## config.mk

```make
export PLATFORM = sky130hd
export DESIGN_NAME = edv_lane
export DESIGN_NICKNAME = d
export VERILOG_FILES = /design/src/hdl/edv_pkg.sv /design/src/hdl/edv_lane.sv
export SDC_FILE = /design/constraint.sdc
export NUM_CORES = 2
export LEC_CHECK = 0
export BUFFER_PORTS_ARGS = -buffer_cell sky130_fd_sc_hd__buf_2
export CAP_MARGIN = 20
export CORE_ASPECT_RATIO = 1.4
export CORE_MARGIN = 2
export CORE_UTILIZATION = 60
export CTS_BUF_LIST = sky130_fd_sc_hd__clkbuf_4
export CTS_CLUSTER_SIZE = 20
export DETAILED_ROUTE_END_ITERATION = 10
export PLACE_DENSITY = 0.73
export SETUP_SLACK_MARGIN = 0.15
export SYNTH_ARGS = -nofsm -noshare
export SYNTH_HDL_FRONTEND = slang
export SYNTH_SLANG_ARGS = --single-unit
```

## constraint.sdc

```tcl
create_clock -name clk_i -period 20 [get_ports clk_i]
set_input_delay 4 -clock clk_i [delete_from_list [all_inputs] [get_ports clk_i]]
set_output_delay 4 -clock clk_i [all_outputs]
set_load 0.1 [all_outputs]
```

## src/hdl/edv_pkg.sv

```systemverilog
`default_nettype none
package edv_pkg;

  // Widths fixed by the field formats.
  localparam int unsigned PresW   = 32;
  localparam int unsigned VecW    = 48;
  localparam int unsigned LenW    = 31;
  localparam int unsigned OutW    = 32;
  localparam int unsigned CompW   = 16;
  localparam int unsigned CfgAddrW = 2;

  // Default and maximum number of spatial dimensions.
  localparam int unsigned MaxDimsDef = 3;
  localparam int unsigned Comps      = 3;

  // Divider: one quotient bit per stage over the 49-bit scaled difference.
  localparam int unsigned NumW     = 49;
  localparam int unsigned DivSteps = NumW;
  localparam int unsigned DivLat   = DivSteps + 1;
  localparam int unsigned LaneLat  = 5;
  localparam int unsigned RowLat   = 4;
  localparam int unsigned TotalLat = 1 + DivLat + LaneLat + RowLat;

  // Register indexes of the configuration port.
  typedef enum logic [CfgAddrW-1:0] {
    REG_DIMS  = 2'd0,
    REG_PERM0 = 2'd1,
    REG_PERM1 = 2'd2,
    REG_PERM2 = 2'd3
  } cfg_reg_e;

  localparam logic [1:0]      DimsRst  = 2'd3;
  localparam logic [VecW-1:0] Perm0Rst = 48'h0000_0000_0100;
  localparam logic [VecW-1:0] Perm1Rst = 48'h0000_0100_0000;
  localparam logic [VecW-1:0] Perm2Rst = 48'h0100_0000_0000;

  localparam logic signed [63:0] S32Max = 64'sd2147483647;
  localparam logic signed [63:0] S32Min = -64'sd2147483648;

  // Saturate a signed value to 32 bits.
  function automatic logic signed [31:0] sat32(input logic signed [63:0] v);
    logic signed [31:0] r;
    if (v > S32Max) begin
      r = 32'sh7FFF_FFFF;
    end else if (v < S32Min) begin
      r = 32'sh8000_0000;
    end else begin
      r = v[31:0];
    end
    return r;
  endfunction

  // Signed component k of a packed vector.
  function automatic logic signed [CompW-1:0] comp(input logic [VecW-1:0] v,
                                                   input int unsigned k);
    return $signed(v[k*CompW +: CompW]);
  endfunction

endpackage
`default_nettype wire

```

## src/hdl/edv_lane.sv

```systemverilog
`default_nettype none
module edv_lane
  import edv_pkg::*;
(
  input  wire logic                clk_i,
  input  wire logic                en_i,
  input  wire logic signed [16:0]  s_i,
  input  wire logic signed [16:0]  u_i,
  input  wire logic signed [31:0]  dp_i,
  output logic signed [33:0]       prod_o,
  input  wire logic signed [35:0]  dot_i,
  output logic signed [31:0]       a_o
);

  logic signed [16:0] s1_q, u1_q, s2_q, u2_q, s3_q;
  logic signed [31:0] dp1_q, dp2_q;
  logic signed [52:0] m1_q;
  logic signed [48:0] m2_q;
  logic signed [33:0] n_q;
  logic signed [35:0] f_q;
  logic signed [53:0] t;
  logic signed [54:0] tr;
  logic signed [49:0] fr;

  // Normal part at scale 2^-37, rounded to Q16.16; along part rounded from Q.30.
  assign t  = (54'(s3_q) <<< 28) - 54'(m1_q);
  assign tr = 55'(t) + 55'sd1048576;
  assign fr = 50'(m2_q) + 50'sd8192;

  always_ff @(posedge clk_i) begin
    if (en_i) begin
      // Product for the dot sum, taken up by the merge.
      prod_o <= 34'(s_i) * 34'(u_i);
      s1_q   <= s_i;
      u1_q   <= u_i;
      dp1_q  <= dp_i;
      s2_q   <= s1_q;
      u2_q   <= u1_q;
      dp2_q  <= dp1_q;
      // Projection and finite-difference products.
      m1_q   <= 53'(dot_i) * 53'(u2_q);
      m2_q   <= 49'(u2_q) * 49'(dp2_q);
      s3_q   <= s2_q;
      n_q    <= 34'(tr >>> 21);
      f_q    <= 36'(fr >>> 14);
      a_o    <= sat32(64'(n_q) + 64'(f_q));
    end
  end

endmodule
`default_nettype wire

```

==> summary.md <==
| Metric | Value |
|---|---|
| Run status | `completed` |
| Synthesized instance count | `6495` |
| Hold path endpoint | `s2_q[15]$_DFFE_PP_` |
| # DRC | `0` |
| Post-Syn Area | `0.06488 mm²` |
| CTS tree | `yes` |
| Die X | `281.9 µm` |
| H-Tree Depth | `3` |
| CP Data Required Time | `20.74 ns` |
| Average size of a mapped cell | `9.990 µm²` |
| Reg2Reg Setup Slack | `11.92 ns` |
| Port buffer count | `169` |
| Row cnt | `142` |
| Setup TNS | `0 ns` |
| Post-CTS Hold Fix Bufs | `0` |
| Vias post-DR | `44730` |
| DR iter-0 viols | `2259` |
| Gpl congestion | `0.8979` |
| CP max stage delay | `0.58 ns` |
| Yosys cell types | `88` |
| Hold Path Stages | `0` |
| Worst reg2reg path endpoint | `m1_q[50]$_DFFE_PP_` |
| RSZ-0062 raised after global routing | `no` |
| Most area-consuming cells after synthesis | `fa_1 (43%), edfxtp_1 (17%), inv_1 (8.7%)` |
| First-pass GRT wire length | `260700 µm` |
| Synth Warn # | `0` |
| Reg2Reg Depth | `23` |
| Layout cells sized above 1 | `0.05955` |
| Largest net degree at the start of global routing | `180` |
| Worst Path Arrival | `10.44 ns` |
| CP cell instances | `buf_2, nand2_1, fa_1, inv_1, fa_1, inv_1, fa_1, inv_1, fa_1, fa_1, inv_1, fa_1, inv_1, ha_1, a21o_1, a31oi_1, a21bo_2, a21oi_1, o21ai_0, o31ai_1, o21ai_1, a311oi_1, xnor2_1` |
| Area grow syn2layout | `5.045%` |
| CTS clock-pin slew for the worst setup and hold paths | `0.06 ns` |
| Worst reg2reg path startpoint | `u2_q[11]$_DFFE_PP_` |
| CTS Buffer Depth | `3` |
| Starting Density | `0.6056` |
| Most frequent cell after synthesis | `inv_1` |
| Post-synth net total | `8378` |
| Slowest cell on crit path | `fa_1` |
| Overall routed net length | `157200 µm` |
| Final #Nets | `8428` |
| FF+latch count, synth | `374` |
| Antenna violations before repair | `5` |
| Worst hold path class | `reg2reg` |
| Hold Crit Start | `s1_q[15]$_DFFE_PP_` |
| DRT antenna net count | `0` |
| Setup violators final | `0` |
| Async S/R FF share, synth | `0` |
| Total GRT Usage | `0.3059` |
| CP most frequent cell | `fa_1` |
| Kind of critical path | `in2reg` |
| Die ar. | `0.1108 mm²` |
| Worst setup SP type | `input pin` |
| Post-DP HPWL | `123300 µm` |
| Synth top area share | `0.4313` |
| Clock sinks | `374` |
| Final hold viol count | `0` |
| Final core utilization | `0.6362` |
| CP Capture Type | `flip-flop` |
| Fmax | `103.0 MHz` |
| Skew-Pair Late Insertion Delay | `1.04 ns` |
| Commonest cells in the netlist | `inv_1 (1501), fa_1 (1398), nand2_1 (836)` |
| Top_reg_cell synth | `edfxtp_1` |
| Area of the core | `0.1071 mm²` |
| Critical path fanouts, max | `17` |
| Global route total overflow | `0` |
| Setup Buffers After CTS | `0` |
| Vias in the first global route | `50760` |
| Seq/Total Area, Yosys | `0.1731` |
| Worst Tran Pin Value | `1.118 ns` |
| Root buf cell | `clkbuf_4` |
| Max-Cap Viols | `0` |
| TritonCTS buffer count | `101` |
| Vias per inst | `5.550` |
| DR pass1 iterations | `6` |
| Cell accounting for the most synthesized area | `fa_1` |
| Post-synth EDFFs | `374` |
| Post-CTS resize count | `0` |
| Slew HR | `0.2544` |
| Min cycle time layout | `9.706 ns` |
| Slew Viols, Final | `0` |
| Clk_skew | `0.1354 ns` |
| Fin crit share | `0.4853` |
| WL per Instance | `19.51 µm` |
| Top Ports | `170` |
| Die height | `393.1 µm` |
[cell usage in the layout, fill, tap and decap left out, drive strengths merged, types with 6 or more instances in the layout]
cell | Yosys | routed
a211oi | 12 | 12
a21boi | 8 | 8
a21o | 81 | 81
a21oi | 158 | 158
a31o | 6 | 6
a31oi | 22 | 22
a41oi | 7 | 7
and2 | 625 | 625
and3 | 27 | 27
and4 | 7 | 7
buf | 13 | 203
clkbuf | 243 | 130
clkinv | 0 | 36
edfxtp | 374 | 374
fa | 1398 | 1398
ha | 381 | 381
inv | 1502 | 1507
nand2 | 836 | 836
nand2b | 34 | 34
nand3 | 44 | 44
nand4 | 20 | 20
nor2 | 172 | 172
nor2b | 28 | 28
nor3 | 23 | 23
nor4 | 11 | 11
o211ai | 9 | 9
o21a | 29 | 29
o21ai | 122 | 122
o21bai | 17 | 17
xnor2 | 153 | 153
xor2 | 68 | 68
[how the worst max path moves through the flow]
stage	startpoint	to	slack, ns	cells past startpoint
floorplan	dot_i[18]	m1_q[50]$_DFFE_PP_	9.93	23
global placement	s_i[16]	prod_o[33]$_DFFE_PP_	9.36	22
detailed placement	s_i[16]	prod_o[33]$_DFFE_PP_	9.30	22
CTS	s_i[16]	prod_o[33]$_DFFE_PP_	10.44	22
global route	u_i[2]	prod_o[33]$_DFFE_PP_	10.04	22
finish	dot_i[7]	m1_q[51]$_DFFE_PP_	10.29	23
[worst max-delay path, delay by kind of cell]
kind / cells / cell delay, ns
and+or+nand+nor: 1 / 0.14
buffers and inverters: 6 / 0.63
adders and majority gates: 7 / 3.39
xor gates and xnor gates: 1 / 0.11
AOI/OAI and AO/OA: 8 / 2.19
[stage by stage]
stage / instances / instance area (µm²) / hold WS [ns] / worst slack [ns]
6_report: 8059 / 68160 / 0.4100 / 10.29
5_1_grt: 8059 / 68160 / 0.4204 / 10.04
4_1_cts: 8056 / 68150 / 0.4131 / 10.44
3_5_place_dp: 7882 / 66850 / 0.4045 / 9.298
3_3_place_gp: 7882 / 66850 / 0.4011 / 9.356
2_1_floorplan: 6495 / 64880 / 0.4003 / 9.934
[layer usage]
| layer | share of wire | GRT usage | routed length (µm) |
|---|---|---|---|
| met1 | 0.35 | 0.3336 | 54570 |
| met2 | 0.52 | 0.5481 | 81810 |
| met3 | 0.053 | 0.04042 | 8276 |
| met4 | 0.080 | 0.2152 | 12550 |
| met5 | 0 | 0 | 0 |
[final cells by class]
cell class | count | area, µm²
antenna | 3 | 7.507
clock buffer | 130 | 975.9
clock inverter | 44 | 325.3
fill | 8801 | 38980
inverter | 1502 | 5638
multi-input combinational | 4363 | 47050
sequential | 374 | 11230
tap | 1440 | 1802
timing repair buffer | 203 | 1124
[sequential cells by signal, summed over array words and instances, names as in the netlist]
signal  cells
dp2_q      32
a_o        32
f_q        36
m2_q       36
s2_q       17
prod_o     34
s3_q       17
n_q        34
u1_q       17
u2_q       17
m1_q       53
dp1_q      32
s1_q       17
[cell families (layout without fill, tap and decap cells)]
kind of cell / count (synthesis) / in the layout / synth area share
adders and majority gates: 1779 / 1779 / 0.5048
xor gates and xnor gates: 221 / 221 / 0.02983
buffers and inverters: 1758 / 1879 / 0.1020
DFF: 374 / 374 / 0.1731
other: 0 / 3 / 0
AOI/OAI and AO/OA: 515 / 515 / 0.05116
and+or+nand+nor: 1847 / 1847 / 0.1389
muxes: 1 / 1 / 0.0001543
Power is left out: the tool's default activity adds up to more than one toggle a clock period on the data nets, which glitch-free logic cannot reach.
